<file path="src/hw/rtl/pps_pkg.sv">
// ----------------------------------------------------------------------------
// pps_pkg
// Shared command codes and the flag bundle of the shared subtract unit.
// ----------------------------------------------------------------------------
package pps_pkg;

  localparam int unsigned CmdBits = 2;

  localparam logic [CmdBits-1:0] CMD_VALLEY = 2'd0;
  localparam logic [CmdBits-1:0] CMD_PEAK   = 2'd1;
  localparam logic [CmdBits-1:0] CMD_END    = 2'd2;

  // Compare flags for a - b, both taken as signed.
  typedef struct packed {
    logic lt;  // a < b
    logic le;  // a <= b
  } pps_flags_t;

endpackage

</file>
<file path="src/hw/rtl/pps_ram.sv">
// ----------------------------------------------------------------------------
// pps_ram
// Generic single-write, single-read RAM with a registered read port.
// ----------------------------------------------------------------------------
module pps_ram #(
  parameter int unsigned WIDTH = 8,
  parameter int unsigned DEPTH = 32
) (
  input  logic                     clk_i,
  input  logic                     we_i,
  input  logic [$clog2(DEPTH)-1:0] waddr_i,
  input  logic [WIDTH-1:0]         wdata_i,
  input  logic                     re_i,
  input  logic [$clog2(DEPTH)-1:0] raddr_i,
  output logic [WIDTH-1:0]         rdata_o
);

  logic [WIDTH-1:0] mem_q [DEPTH];
  logic [WIDTH-1:0] rdata_q;

  always_ff @(posedge clk_i) begin
    if (we_i) begin
      mem_q[waddr_i] <= wdata_i;
    end
    if (re_i) begin
      rdata_q <= mem_q[raddr_i];
    end
  end

  assign rdata_o = rdata_q;

endmodule

</file>
<file path="src/hw/rtl/pps_alu.sv">
// ----------------------------------------------------------------------------
// pps_alu
// Shared signed subtractor with compare flags, one operation per cycle.
// ----------------------------------------------------------------------------
module pps_alu
  import pps_pkg::*;
#(
  parameter int unsigned W = 26
) (
  input  logic [W-1:0] a_i,
  input  logic [W-1:0] b_i,
  output logic [W-1:0] diff_o,
  output pps_flags_t   flags_o
);

  logic [W:0] wide;

  // One guard bit keeps the compare exact even when the difference wraps.
  assign wide          = {a_i[W-1], a_i} - {b_i[W-1], b_i};
  assign diff_o        = wide[W-1:0];
  assign flags_o.lt    = wide[W];
  assign flags_o.le    = wide[W] | (wide == '0);

endmodule

</file>
<file path="src/hw/rtl/peak_prominence_stack_core.sv">
// ----------------------------------------------------------------------------
// peak_prominence_stack_core
// Streaming 1D topographic prominence over alternating valley and peak beats.
// ----------------------------------------------------------------------------
// Usage: input beats (cmd_i, position_i, height_i) arrive on in_valid_i /
// in_ready_o; result beats leave on out_valid_o / out_ready_i, each carrying
// one peak with its final prominence, last_o on the final beat caused by an
// input beat, and the sticky overflow_o flag. The base level for the first
// peak is written through cfg_we_i / cfg_wdata_i while the block is idle.
// Sequencing: one small sequencer drives a single shared subtract/compare unit.
// A valley beat takes a decode step, a first peak a decode step, a later
// peak a decode and a prominence step plus a top check, and each pop runs
// through base, top valley, drop compare, adjust, optional widening, emit,
// then the next top check or the flush. A peak that stops popping on a
// higher top then flushes its last held result. An end beat takes a decode
// step and a pop step per stacked peak, then flushes the last result, if any.
// The stack lives in a RAM with a registered read, so every top read is
// issued in the state before its use.
// The block accepts a new beat only while the sequencer is idle; a finished
// result may still sit in the output register then. If the receiver stalls,
// the sequencer holds the next result and waits. After reset the stack is
// empty, no peak is known, the base level is zero and overflow is clear.
// ----------------------------------------------------------------------------
module peak_prominence_stack_core
  import pps_pkg::*;
#(
  parameter int unsigned STACK_DEPTH = 32,
  parameter int unsigned HEIGHT_BITS = 24
) (
  input  logic                   clk_i,
  input  logic                   rst_ni,
  // Configuration: base level of the first peak
  input  logic                   cfg_we_i,
  input  logic [HEIGHT_BITS-1:0] cfg_wdata_i,
  // Input beats
  input  logic                   in_valid_i,
  output logic                   in_ready_o,
  input  logic [CmdBits-1:0]     cmd_i,
  input  logic [31:0]            position_i,
  input  logic [HEIGHT_BITS-1:0] height_i,
  // Result beats
  output logic                   out_valid_o,
  input  logic                   out_ready_i,
  output logic [31:0]            peak_position_o,
  output logic [HEIGHT_BITS-1:0] peak_height_o,
  output logic [HEIGHT_BITS:0]   peak_prominence_o,
  output logic                   last_o,
  output logic                   overflow_o
);

  // Internal arithmetic carries two extra bits so that bases and
  // intermediate differences stay exact.
  localparam int unsigned W  = HEIGHT_BITS + 2;
  localparam int unsigned AW = $clog2(STACK_DEPTH);
  localparam int unsigned CW = $clog2(STACK_DEPTH + 1);
  localparam int unsigned RW = 32 + HEIGHT_BITS + W;

  localparam logic [3:0] S_IDLE   = 4'd0;
  localparam logic [3:0] S_DECODE = 4'd1;
  localparam logic [3:0] S_PROM   = 4'd2;
  localparam logic [3:0] S_CHK    = 4'd3;
  localparam logic [3:0] S_BASE   = 4'd4;
  localparam logic [3:0] S_THP    = 4'd5;
  localparam logic [3:0] S_CMP    = 4'd6;
  localparam logic [3:0] S_ADJ    = 4'd7;
  localparam logic [3:0] S_WIDE   = 4'd8;
  localparam logic [3:0] S_EMIT   = 4'd9;
  localparam logic [3:0] S_FLUSH  = 4'd10;
  localparam logic [3:0] S_EPOP   = 4'd11;

  function automatic logic [W-1:0] sx(input logic [HEIGHT_BITS-1:0] v);
    sx = {{2{v[HEIGHT_BITS-1]}}, v};
  endfunction

  logic [3:0] state_q, state_d;

  // Control and stream state.
  logic [CW-1:0]          cnt_q, cnt_d;
  logic                   ref_valid_q, ref_valid_d;
  logic                   seen_q, seen_d;
  logic                   ovf_q, ovf_d;
  logic                   hold_v_q, hold_v_d;
  logic                   out_valid_q, out_valid_d;
  logic [HEIGHT_BITS-1:0] sea_q, sea_d;
  logic [31:0]            ref_pos_q, ref_pos_d;
  logic [HEIGHT_BITS-1:0] ref_h_q, ref_h_d;
  logic [W-1:0]           ref_prom_q, ref_prom_d;
  logic [W-1:0]           valley_q, valley_d;

  // Working registers.
  logic [CmdBits-1:0]     in_cmd_q, in_cmd_d;
  logic [31:0]            in_pos_q, in_pos_d;
  logic [HEIGHT_BITS-1:0] in_h_q, in_h_d;
  logic [31:0]            top_pos_q, top_pos_d;
  logic [HEIGHT_BITS-1:0] top_h_q, top_h_d;
  logic [W-1:0]           top_prom_q, top_prom_d;
  logic [W-1:0]           base_q, base_d;
  logic [W-1:0]           thp_q, thp_d;
  logic [W-1:0]           drop_q, drop_d;
  logic [31:0]            hold_pos_q, hold_pos_d;
  logic [HEIGHT_BITS-1:0] hold_h_q, hold_h_d;
  logic [W-1:0]           hold_prom_q, hold_prom_d;
  logic [31:0]            out_pos_q, out_pos_d;
  logic [HEIGHT_BITS-1:0] out_h_q, out_h_d;
  logic [HEIGHT_BITS:0]   out_prom_q, out_prom_d;
  logic                   out_last_q, out_last_d;
  logic                   out_ovf_q, out_ovf_d;

  // Shared unit and stack RAM hookup.
  logic [W-1:0]           alu_a, alu_b, alu_diff;
  pps_flags_t             alu_flags;
  logic                   ram_we, ram_re;
  logic [AW-1:0]          ram_raddr;
  logic [RW-1:0]          ram_wdata, ram_rdata;
  logic [31:0]            rd_pos;
  logic [HEIGHT_BITS-1:0] rd_h;
  logic [W-1:0]           rd_prom;
  logic [CW-1:0]          cnt_m1, cnt_m2;
  logic                   slot_free;
  logic                   emit, emit_last;

  pps_alu #(
    .W (W)
  ) u_alu (
    .a_i     (alu_a),
    .b_i     (alu_b),
    .diff_o  (alu_diff),
    .flags_o (alu_flags)
  );

  pps_ram #(
    .WIDTH (RW),
    .DEPTH (STACK_DEPTH)
  ) u_stack (
    .clk_i   (clk_i),
    .we_i    (ram_we),
    .waddr_i (cnt_q[AW-1:0]),
    .wdata_i (ram_wdata),
    .re_i    (ram_re),
    .raddr_i (ram_raddr),
    .rdata_o (ram_rdata)
  );

  assign ram_wdata = {ref_pos_q, ref_h_q, ref_prom_q};
  assign rd_pos    = ram_rdata[RW-1 -: 32];
  assign rd_h      = ram_rdata[W +: HEIGHT_BITS];
  assign rd_prom   = ram_rdata[W-1:0];

  assign cnt_m1    = cnt_q - CW'(1);
  assign cnt_m2    = cnt_q - CW'(2);
  assign slot_free = !out_valid_q || out_ready_i;
  assign in_ready_o = (state_q == S_IDLE);

  always_comb begin
    state_d     = state_q;
    cnt_d       = cnt_q;
    ref_valid_d = ref_valid_q;
    seen_d      = seen_q;
    ovf_d       = ovf_q;
    hold_v_d    = hold_v_q;
    sea_d       = cfg_we_i ? cfg_wdata_i : sea_q;
    ref_pos_d   = ref_pos_q;
    ref_h_d     = ref_h_q;
    ref_prom_d  = ref_prom_q;
    valley_d    = valley_q;
    in_cmd_d    = in_cmd_q;
    in_pos_d    = in_pos_q;
    in_h_d      = in_h_q;
    top_pos_d   = top_pos_q;
    top_h_d     = top_h_q;
    top_prom_d  = top_prom_q;
    base_d      = base_q;
    thp_d       = thp_q;
    drop_d      = drop_q;
    hold_pos_d  = hold_pos_q;
    hold_h_d    = hold_h_q;
    hold_prom_d = hold_prom_q;
    alu_a       = '0;
    alu_b       = '0;
    ram_we      = 1'b0;
    ram_re      = 1'b0;
    ram_raddr   = cnt_m1[AW-1:0];
    emit        = 1'b0;
    emit_last   = 1'b0;

    case (state_q)
      S_IDLE: begin
        if (in_valid_i) begin
          in_cmd_d = cmd_i;
          in_pos_d = position_i;
          in_h_d   = height_i;
          state_d  = S_DECODE;
        end
      end

      S_DECODE: begin
        case (in_cmd_q)
          CMD_VALLEY: begin
            // Keep the lowest valley since the last peak.
            alu_a = sx(in_h_q);
            alu_b = valley_q;
            if (ref_valid_q && (!seen_q || alu_flags.lt)) begin
              valley_d = sx(in_h_q);
              seen_d   = 1'b1;
            end
            state_d = S_IDLE;
          end
          CMD_PEAK: begin
            if (!ref_valid_q) begin
              alu_a       = sx(in_h_q);
              alu_b       = sx(sea_q);
              ref_pos_d   = in_pos_q;
              ref_h_d     = in_h_q;
              ref_prom_d  = alu_diff;
              ref_valid_d = 1'b1;
              seen_d      = 1'b0;
              state_d     = S_IDLE;
            end else begin
              // Without a valley, the lower of the two peaks stands in.
              alu_a = sx(ref_h_q);
              alu_b = sx(in_h_q);
              if (!seen_q) begin
                valley_d = alu_flags.lt ? sx(ref_h_q) : sx(in_h_q);
              end
              if (cnt_q < CW'(STACK_DEPTH)) begin
                ram_we = 1'b1;
                cnt_d  = cnt_q + CW'(1);
              end else begin
                ovf_d = 1'b1;
              end
              ref_pos_d = in_pos_q;
              ref_h_d   = in_h_q;
              seen_d    = 1'b0;
              state_d   = S_PROM;
            end
          end
          CMD_END: begin
            if (ref_valid_q) begin
              hold_pos_d  = ref_pos_q;
              hold_h_d    = ref_h_q;
              hold_prom_d = ref_prom_q;
              hold_v_d    = 1'b1;
            end
            ref_pos_d   = '0;
            ref_h_d     = '0;
            ref_prom_d  = '0;
            ref_valid_d = 1'b0;
            valley_d    = '0;
            seen_d      = 1'b0;
            if (cnt_q != '0) begin
              ram_re  = 1'b1;
              state_d = S_EPOP;
            end else begin
              state_d = ref_valid_q ? S_FLUSH : S_IDLE;
            end
          end
          default: begin
            state_d = S_IDLE;
          end
        endcase
      end

      S_PROM: begin
        alu_a      = sx(ref_h_q);
        alu_b      = valley_q;
        ref_prom_d = alu_diff;
        if (cnt_q != '0) begin
          ram_re  = 1'b1;
          state_d = S_CHK;
        end else begin
          state_d = S_IDLE;
        end
      end

      S_CHK: begin
        // Pop while the stack top is not higher than the reference.
        alu_a = sx(rd_h);
        alu_b = sx(ref_h_q);
        if (alu_flags.le) begin
          top_pos_d  = rd_pos;
          top_h_d    = rd_h;
          top_prom_d = rd_prom;
          state_d    = S_BASE;
        end else begin
          state_d = hold_v_q ? S_FLUSH : S_IDLE;
        end
      end

      S_BASE: begin
        alu_a   = sx(ref_h_q);
        alu_b   = ref_prom_q;
        base_d  = alu_diff;
        state_d = S_THP;
      end

      S_THP: begin
        alu_a   = sx(top_h_q);
        alu_b   = top_prom_q;
        thp_d   = alu_diff;
        state_d = S_CMP;
      end

      S_CMP: begin
        alu_a   = sx(top_h_q);
        alu_b   = base_q;
        drop_d  = alu_diff;
        state_d = S_ADJ;
      end

      S_ADJ: begin
        // A popped peak reaching below the reference's base is cut back.
        alu_a = drop_q;
        alu_b = top_prom_q;
        if (alu_flags.lt) begin
          top_prom_d = drop_q;
          state_d    = S_WIDE;
        end else begin
          state_d = S_EMIT;
        end
      end

      S_WIDE: begin
        alu_a      = sx(ref_h_q);
        alu_b      = thp_q;
        ref_prom_d = alu_diff;
        state_d    = S_EMIT;
      end

      S_EMIT: begin
        if (!hold_v_q || slot_free) begin
          emit        = hold_v_q;
          hold_pos_d  = top_pos_q;
          hold_h_d    = top_h_q;
          hold_prom_d = top_prom_q;
          hold_v_d    = 1'b1;
          cnt_d       = cnt_m1;
          if (cnt_m1 != '0) begin
            ram_re    = 1'b1;
            ram_raddr = cnt_m2[AW-1:0];
            state_d   = S_CHK;
          end else begin
            state_d = S_FLUSH;
          end
        end
      end

      S_EPOP: begin
        if (!hold_v_q || slot_free) begin
          emit        = hold_v_q;
          hold_pos_d  = rd_pos;
          hold_h_d    = rd_h;
          hold_prom_d = rd_prom;
          hold_v_d    = 1'b1;
          cnt_d       = cnt_m1;
          if (cnt_m1 != '0) begin
            ram_re    = 1'b1;
            ram_raddr = cnt_m2[AW-1:0];
          end else begin
            state_d = S_FLUSH;
          end
        end
      end

      S_FLUSH: begin
        if (slot_free) begin
          emit      = 1'b1;
          emit_last = 1'b1;
          hold_v_d  = 1'b0;
          state_d   = S_IDLE;
        end
      end

      default: begin
        state_d = S_IDLE;
      end
    endcase
  end

  // Output register: loaded from the held result when it is released.
  always_comb begin
    out_valid_d = out_valid_q && !out_ready_i;
    out_pos_d   = out_pos_q;
    out_h_d     = out_h_q;
    out_prom_d  = out_prom_q;
    out_last_d  = out_last_q;
    out_ovf_d   = out_ovf_q;
    if (emit) begin
      out_valid_d = 1'b1;
      out_pos_d   = hold_pos_q;
      out_h_d     = hold_h_q;
      out_prom_d  = hold_prom_q[HEIGHT_BITS:0];
      out_last_d  = emit_last;
      out_ovf_d   = ovf_q;
    end
  end

  always_ff @(posedge clk_i or negedge rst_ni) begin
    if (!rst_ni) begin
      state_q     <= S_IDLE;
      cnt_q       <= '0;
      ref_valid_q <= 1'b0;
      seen_q      <= 1'b0;
      ovf_q       <= 1'b0;
      hold_v_q    <= 1'b0;
      out_valid_q <= 1'b0;
      sea_q       <= '0;
      ref_pos_q   <= '0;
      ref_h_q     <= '0;
      ref_prom_q  <= '0;
      valley_q    <= '0;
    end else begin
      state_q     <= state_d;
      cnt_q       <= cnt_d;
      ref_valid_q <= ref_valid_d;
      seen_q      <= seen_d;
      ovf_q       <= ovf_d;
      hold_v_q    <= hold_v_d;
      out_valid_q <= out_valid_d;
      sea_q       <= sea_d;
      ref_pos_q   <= ref_pos_d;
      ref_h_q     <= ref_h_d;
      ref_prom_q  <= ref_prom_d;
      valley_q    <= valley_d;
    end
  end

  always_ff @(posedge clk_i) begin
    in_cmd_q    <= in_cmd_d;
    in_pos_q    <= in_pos_d;
    in_h_q      <= in_h_d;
    top_pos_q   <= top_pos_d;
    top_h_q     <= top_h_d;
    top_prom_q  <= top_prom_d;
    base_q      <= base_d;
    thp_q       <= thp_d;
    drop_q      <= drop_d;
    hold_pos_q  <= hold_pos_d;
    hold_h_q    <= hold_h_d;
    hold_prom_q <= hold_prom_d;
    out_pos_q   <= out_pos_d;
    out_h_q     <= out_h_d;
    out_prom_q  <= out_prom_d;
    out_last_q  <= out_last_d;
    out_ovf_q   <= out_ovf_d;
  end

  assign out_valid_o       = out_valid_q;
  assign peak_position_o   = out_pos_q;
  assign peak_height_o     = out_h_q;
  assign peak_prominence_o = out_prom_q;
  assign last_o            = out_last_q;
  assign overflow_o        = out_ovf_q;

endmodule
</file>
<file path="config.mk">
export PLATFORM = sky130hd
export DESIGN_NAME = peak_prominence_stack_core
export DESIGN_NICKNAME = d
export VERILOG_FILES = /design/src/hw/rtl/pps_pkg.sv /design/src/hw/rtl/pps_ram.sv /design/src/hw/rtl/pps_alu.sv /design/src/hw/rtl/peak_prominence_stack_core.sv
export SDC_FILE = /design/constraint.sdc
export NUM_CORES = 2
export LEC_CHECK = 0
export BUFFER_PORTS_ARGS = -buffer_cell sky130_fd_sc_hd__clkbuf_2
export CAP_MARGIN = 0
export CORE_MARGIN = 8
export CORE_UTILIZATION = 60
export DETAILED_ROUTE_END_ITERATION = 12
export HOLD_SLACK_MARGIN = 0.06
export MAX_ROUTING_LAYER = met4
export PLACE_DENSITY = 0.8
export SLEW_MARGIN = 20
export SYNTH_ARGS = -nofsm -noshare
export SYNTH_HDL_FRONTEND = slang
export SYNTH_SLANG_ARGS = --single-unit
</file>
<file path="constraint.sdc">
create_clock -name clk_i -period 10.23 [get_ports clk_i]
set_input_delay 1.5345 -clock clk_i [delete_from_list [all_inputs] [get_ports clk_i]]
set_output_delay 1.5345 -clock clk_i [all_outputs]
set_load 0.01 [all_outputs]
</file>
* Word level (Yosys, flattened, before mapping) *
Memories as Yosys holds them, arrays and structs flattened. A register that Yosys moved wholly into a read port is not among the register bits.
Index checks and enable logic that the tools add are counted.

operators by class
  reduce and logical (&&, ||, !) cells = 40
  muxes and demuxes = 80
  bitwise operators = 2
  eq/ne operators = 30
  add/sub/neg operators = 4
  order comparisons = 1

operator list
  cell                                                                   number
  26-bit case mux with 2 select lines                                    5
  26-bit 2-to-1 mux                                                      9
  26-bit case mux with 7 select lines                                    1
  26-bit case mux with 5 select lines                                    1
  32-bit 2-to-1 mux                                                      4
  25-bit 2-to-1 mux                                                      4
  24-bit 2-to-1 mux                                                      4
  32-bit case mux with 3 select lines                                    1
  26-bit case mux with 3 select lines                                    1
  25-bit case mux with 3 select lines                                    1
  24-bit case mux with 3 select lines                                    1
  32-bit case mux with 2 select lines                                    1
  24-bit case mux with 2 select lines                                    1
  4-bit case mux with 12 select lines                                    1
  4-bit 2-to-1 mux                                                       10
  27-bit zero test                                                       1
  26-bit by 26-bit subtractor with 27-bit output                         1
  5-bit AND reduction                                                    5
  6-bit 2-to-1 mux                                                       4
  2-bit != test, second input constant                                   12
  1-bit 2-to-1 mux                                                       19
  4-bit by 3-bit equality test with 1-bit output, second input constant  4
  4-bit equality test, second input constant                             4
  5-bit 2-to-1 mux                                                       3
  31 further kinds                                                       59

storage, ports and cells
  bits in writable memories = 2,624
  register bits = 529
  logic and storage cells = 187
  memories = 1

memory list
  memory         depth  bits a word  rd ports  clocked after memory_dff  write ports  line           RTL
  u_stack.mem_q  32     82           1         1                         1            pps_ram.sv:18  logic [WIDTH-1:0] mem_q [DEPTH];

* Longest topological paths before layout *
  depth after elaboration = 8
  mapped depth = 23
  gate-level depth less buffers = 18

* Hierarchy *
Synthesis repeated with hierarchy kept, for this count alone.

unflattened totals
  cell total of the unflattened synthesis = 6,785
  area total of the unflattened synthesis = 126,400.0 µm²

modules (own cells, without submodules)
  module                      cells each  instances  area each (µm²)
  pps_ram                     4,814       1          102,198.0
  peak_prominence_stack_core  1,721       1          22,522.9
  pps_alu                     250         1          1,679.1

* Least setup slack after synthesis *
OpenSTA, ideal clock, no wires.

  kind = register to register
  from = register state_q[0]
  to = register u_stack.rdata_q[0] (netlist: u_stack.rdata_o[0]), read port of u_stack.mem_q, enable pin
  data required time = 9,594 ps
  path slack = 2,143 ps
  cell stages (with the launch flop) = 8
  buffers on the path = 2
  data arrival time = 7,452 ps
  cell sequence = dfrtp_1 buf_2 inv_1 nand2_1 nor3_1 clkbuf_1 a21oi_1 o21ai_0

on the way
  cells in the longest elaborated chain, start to end = 3
  elaborated cells on any way between the ends = 7

RTL lines
  what                                    line                               RTL
  from (decl)                             peak_prominence_stack_core.sv:75   logic [3:0] state_q, state_d;
  from (signal assigned)                  peak_prominence_stack_core.sv:412  state_q <= state_d;
  4-bit equality test                     peak_prominence_stack_core.sv:186  case (state_q)
  2-bit OR reduction (no source line)     n/a
  1-bit case mux with 3 select lines (*)  peak_prominence_stack_core.sv:186
  net ram_re                              peak_prominence_stack_core.sv:112  logic ram_we, ram_re;
  to (decl)                               pps_ram.sv:19                      logic [WIDTH-1:0] rdata_q;

Mark *: on every way through the listed nets, which the timed path passes. The rest lies on a longest branch.
A chain may end at the register's enable or synchronous reset.

* Worst setup path in the final report *
  from = register state_q[0]
  to = register top_pos_q[17], enable pin

on the way
  cells in the longest elaborated chain, start to end = 7
  elaborated cells on any way between the ends = 17

RTL lines
  what                                                                                        line                               RTL
  4-bit by 2-bit equality test with 1-bit output, or another cell as far along                peak_prominence_stack_core.sv:186
  3-bit OR reduction (no source line) or 2-bit OR reduction (tied branches)                   n/a
  26-bit case mux with 5 select lines or 26-bit case mux with 7 select lines (tied branches)  peak_prominence_stack_core.sv:186
  26-bit by 26-bit subtractor with 27-bit output (*)                                          pps_alu.sv:19                      assign wide = {a_i[W-1], a_i} - {b_i[W-1], b_i};
  net alu_diff[22]                                                                            peak_prominence_stack_core.sv:110  logic [W-1:0] alu_a, alu_b, alu_diff;
  27-bit zero test (*)                                                                        pps_alu.sv:22                      assign flags_o.le = wide[W] | (wide == '0);
  1-bit OR (*)                                                                                pps_alu.sv:22
  2-bit AND reduction (no source line) (*)                                                    n/a
  to (signal assigned)                                                                        peak_prominence_stack_core.sv:431  top_pos_q <= top_pos_d;
  to (decl)                                                                                   peak_prominence_stack_core.sv:94   logic [31:0] top_pos_q, top_pos_d;

Marks and branches as above.

==> flow_metrics.env <==
export IMPL_holdWs_ns=0.409
export IMPL_cts_tree="built"
export IMPL_irDropWorstVdd_mv=0.540
export IMPL_core_area_um2=205000
export IMPL_outcome="complete, no violations"
export IMPL_hold_path_class="reg2reg"
export IMPL_criticalPathCategory="reg2reg"
export IMPL_skew_ns=0.0651
export IMPL_startpoint_type="register"
export IMPL_antenna_found_initial=10
export IMPL_rsz0062_at_grt="false"
export IMPL_cp_max_fo=56
export IMPL_drtIter0Drc=15700
export IMPL_postCtsSetupBuffers=0
export IMPL_final_util_pct=67.4
export IMPL_yosys_top_cells_area="edfxtp_1 (75%), dfrtp_1 (2.9%), o22ai_1 (2.9%)"
export IMPL_slowest_stage="buf_4"
export IMPL_max_stage_delay_ns=0.75
export IMPL_first_pass_iters=8
export IMPL_ios=172
export IMPL_dieArea_um2=221000
export IMPL_syn_inst=8146
export IMPL_yosys_warnings=0
export IMPL_top_layer="met4"
export IMPL_leakagePower_nw=45.3
export IMPL_synth_common_cells="edfxtp_1 (3,088), nand2_1 (919), o22ai_1 (580)"
export IMPL_fin_crit_sh_pct=73.4
export IMPL_yosysMostFrequentCell="edfxtp_1"
export IMPL_cp_buffers_inverters=5
export IMPL_ys_seq_elements=3233
export IMPL_yosys_area_top_type="edfxtp_1"
export IMPL_setup_viol=0
export IMPL_worstMarginPinSlew_ns=1.27
export IMPL_overflow=0
export IMPL_syn_nets=8271
export IMPL_finalSetupTns_ns=0
export IMPL_worstPathArrival_ns=8.05
export IMPL_place_gp_congestion=0.950
export IMPL_required_ns=10.77
export IMPL_rr_startpoint="state_q[0]$_DFFE_PN0P_"
export IMPL_grt_usage_pct=35.7
export IMPL_port_buffers=171
export IMPL_r2r_end="top_pos_q[17]$_DFFE_PP_"
export IMPL_synth_cell_types=89
export IMPL_path_clk_slew_ns=0.06
export IMPL_cap_viol_max_count=0
export IMPL_fillCellCount=12700
export IMPL_endpoint_kind="register"
export IMPL_clk_path_buf_depth=4
export IMPL_syn_area_um2=124000
export IMPL_insertion_delay_ns=0.94
export IMPL_cpMostUsedCell="buf_4"
export IMPL_die_y_um=470
export IMPL_detail_route_wl_per_cell_um=35.5
export IMPL_die_x_um=470
export IMPL_hold_end="peak_position_o[21]$_DFFE_PP_"
export IMPL_initial_core_util_pct=60.4
export IMPL_syn_to_final_growth_pct=11.6
export IMPL_met3_wirelength_um=57900
export IMPL_synth_avg_cell_area_um2=15.2
export IMPL_cpLargestDelayFamily="buffers and inverters"
export IMPL_worstSetupStartpoint="state_q[0]$_DFFE_PN0P_"
export IMPL_wl_um=398000
export IMPL_synth_main_ff_cell="edfxtp_1"
export IMPL_seq_area_frac_synth_pct=77.9
export IMPL_netlist_area_leader_share_pct=75.0
export IMPL_vias=81800
export IMPL_dr_wl_met2_um=179000
export IMPL_hp_start="hold_pos_q[21]$_DFFE_PP_"
export IMPL_drc=0
export IMPL_hold_violations=0
export IMPL_async_flop_share_pct=4.48
export IMPL_rows=166
export IMPL_numClockSinks=3233
export IMPL_nNetsFinal=8417
export IMPL_place_hpwl_um=207000
export IMPL_synth_edf_count=3088
export IMPL_max_freq_ghz=0.133
export IMPL_period_needed_ns=7.51
export IMPL_wl_met1_um=130000
export IMPL_grt_max_degree=169
export IMPL_maxSlewViolCount=0
export IMPL_max_slew_margin_pct=15.4
export IMPL_pre_cts_ws_ns=3.01
export IMPL_reg2reg_slack_ns=2.72
export IMPL_path_cells="inv_1, nand2_1, nor3_2, buf_4, o21bai_4, buf_4, a21oi_1, ha_1, fa_1, nand2b_1, a211oi_1, buf_4, o21ai_1, a211oi_1, nor2_1, xnor2_1, nor4_1, a31oi_1, nor2_4, buf_4"
export IMPL_p_per_area_nw_per_um2=363
export IMPL_clockRootBuffer="clkbuf_16"
export IMPL_reg2reg_depth=20
export IMPL_cts_hold_buf=0
export IMPL_cts_resized=0
export IMPL_finalWorstSetupSlack_ns=2.72
export IMPL_hold_path_depth=0
export IMPL_ctsHtreeMaxLevel=5
export IMPL_cts_buffers=318
export IMPL_grt_first_pass_wirelength_um=558000
export IMPL_grt_pass1_vias=79400
export IMPL_ant_nets=0
export IMPL_vias_per_cell=7.29
export IMPL_drive_above_1_share_pct=11.5
## logic make-up after synthesis
family          Yosys count  synth area share, %
compound gates         1952                 10.3
xor+xnor                 34                0.262
buf+inv                 572                 1.93
flops                  3233                 77.9
mux                     175                 1.48
simple gates           2142                 7.68
fa+ha+maj                38                0.391
## stage by stage
step / total power, mW / instance area (um^2) / cells
6_report: 50.2 / 138000 / 11200
5_1_grt: 51.4 / 138000 / 11200
4_1_cts: 49.4 / 138000 / 11200
3_5_place_dp: 38.2 / 128000 / 10700
3_3_place_gp: 37.7 / 128000 / 10700
2_1_floorplan: 30.3 / 124000 / 8146
## registers in the layout (all words and copies together), names as in the netlist, 25 cells and up
signal	count
ref_pos_q	32
ref_prom_q	26
base_q	26
top_prom_q	26
hold_prom_q	25
u_stack.rdata_o	82
top_pos_q	32
drop_q	26
thp_q	26
hold_pos_q	32
peak_position_o	32
u_stack.mem_q	2624
peak_prominence_o	25
in_pos_q	32
## report_power, final
part | leakage (nW) | internal (mW) | total [mW] | switching, mW
clock network | 4.81 | 6.43 | 11.3 | 4.85
logic | 10.6 | 5.37 | 19.8 | 14.4
registers | 29.9 | 17.5 | 19.1 | 1.60
total | 45.3 | 29.3 | 50.2 | 20.9
## layer usage
layer  track usage [%]  vias up
met2              52.9     8053
met4              22.5        0
li1                  -    32400
met1              44.8    39600
met3              8.64     1719
met5                 -        -
## area by class of cell
class                   count  area (um^2)  share of cell area [%]
diodes                     12         30.0                  0.0218
clock buffers             407         8560                    6.20
clock inverters           142         1280                   0.924
inverters                  25         93.8                  0.0680
multi-input cells        4341        25400                    18.4
flip-flops and latches   3233        96400                    69.8
well taps                2688         3360                    2.44
repair buffers            373         2920                    2.12
## worst reg2reg max path, stage by stage, from the launching register on
cell      delay [ns]
dfrtp_1         0.62
inv_1           0.29
nand2_1         0.30
nor3_2          0.20
buf_4           0.44
o21bai_4        0.21
buf_4           0.38
a21oi_1         0.15
ha_1            0.23
fa_1            0.47
nand2b_1        0.18
a211oi_1        0.45
buf_4           0.23
o21ai_1         0.09
a211oi_1        0.52
nor2_1          0.11
xnor2_1         0.23
nor4_1          0.52
a31oi_1         0.46
nor2_4          0.18
buf_4           0.75
## how the worst max path moves through the flow
| stage | cells after the start | endpoint |
|---|---|---|
| after floorplan | 7 | u_stack.rdata_o[0]$_DFFE_PP_ |
| after global placement | 20 | top_pos_q[15]$_DFFE_PP_ |
| after detailed placement | 19 | top_pos_q[5]$_DFFE_PP_ |
| after CTS | 19 | top_pos_q[31]$_DFFE_PP_ |
| after global routing | 19 | top_pos_q[20]$_DFFE_PP_ |
| final | 20 | top_pos_q[17]$_DFFE_PP_ |
## cell usage in the layout, fill, tap and decap left out, types with 126 or more instances in the layout
cell type     n
edfxtp_1   3088
nand2_1     912
o22ai_1     579
nor2_1      397
o21ai_0     394
nor3_1      349
clkbuf_16   323
a31oi_1     217
a21oi_1     188
clkbuf_2    170
buf_4       161
nor4_1      137
o221ai_1    128
dfrtp_1     128
mux2i_1     126
No activity file was read; power rests on OpenSTA's default activity.
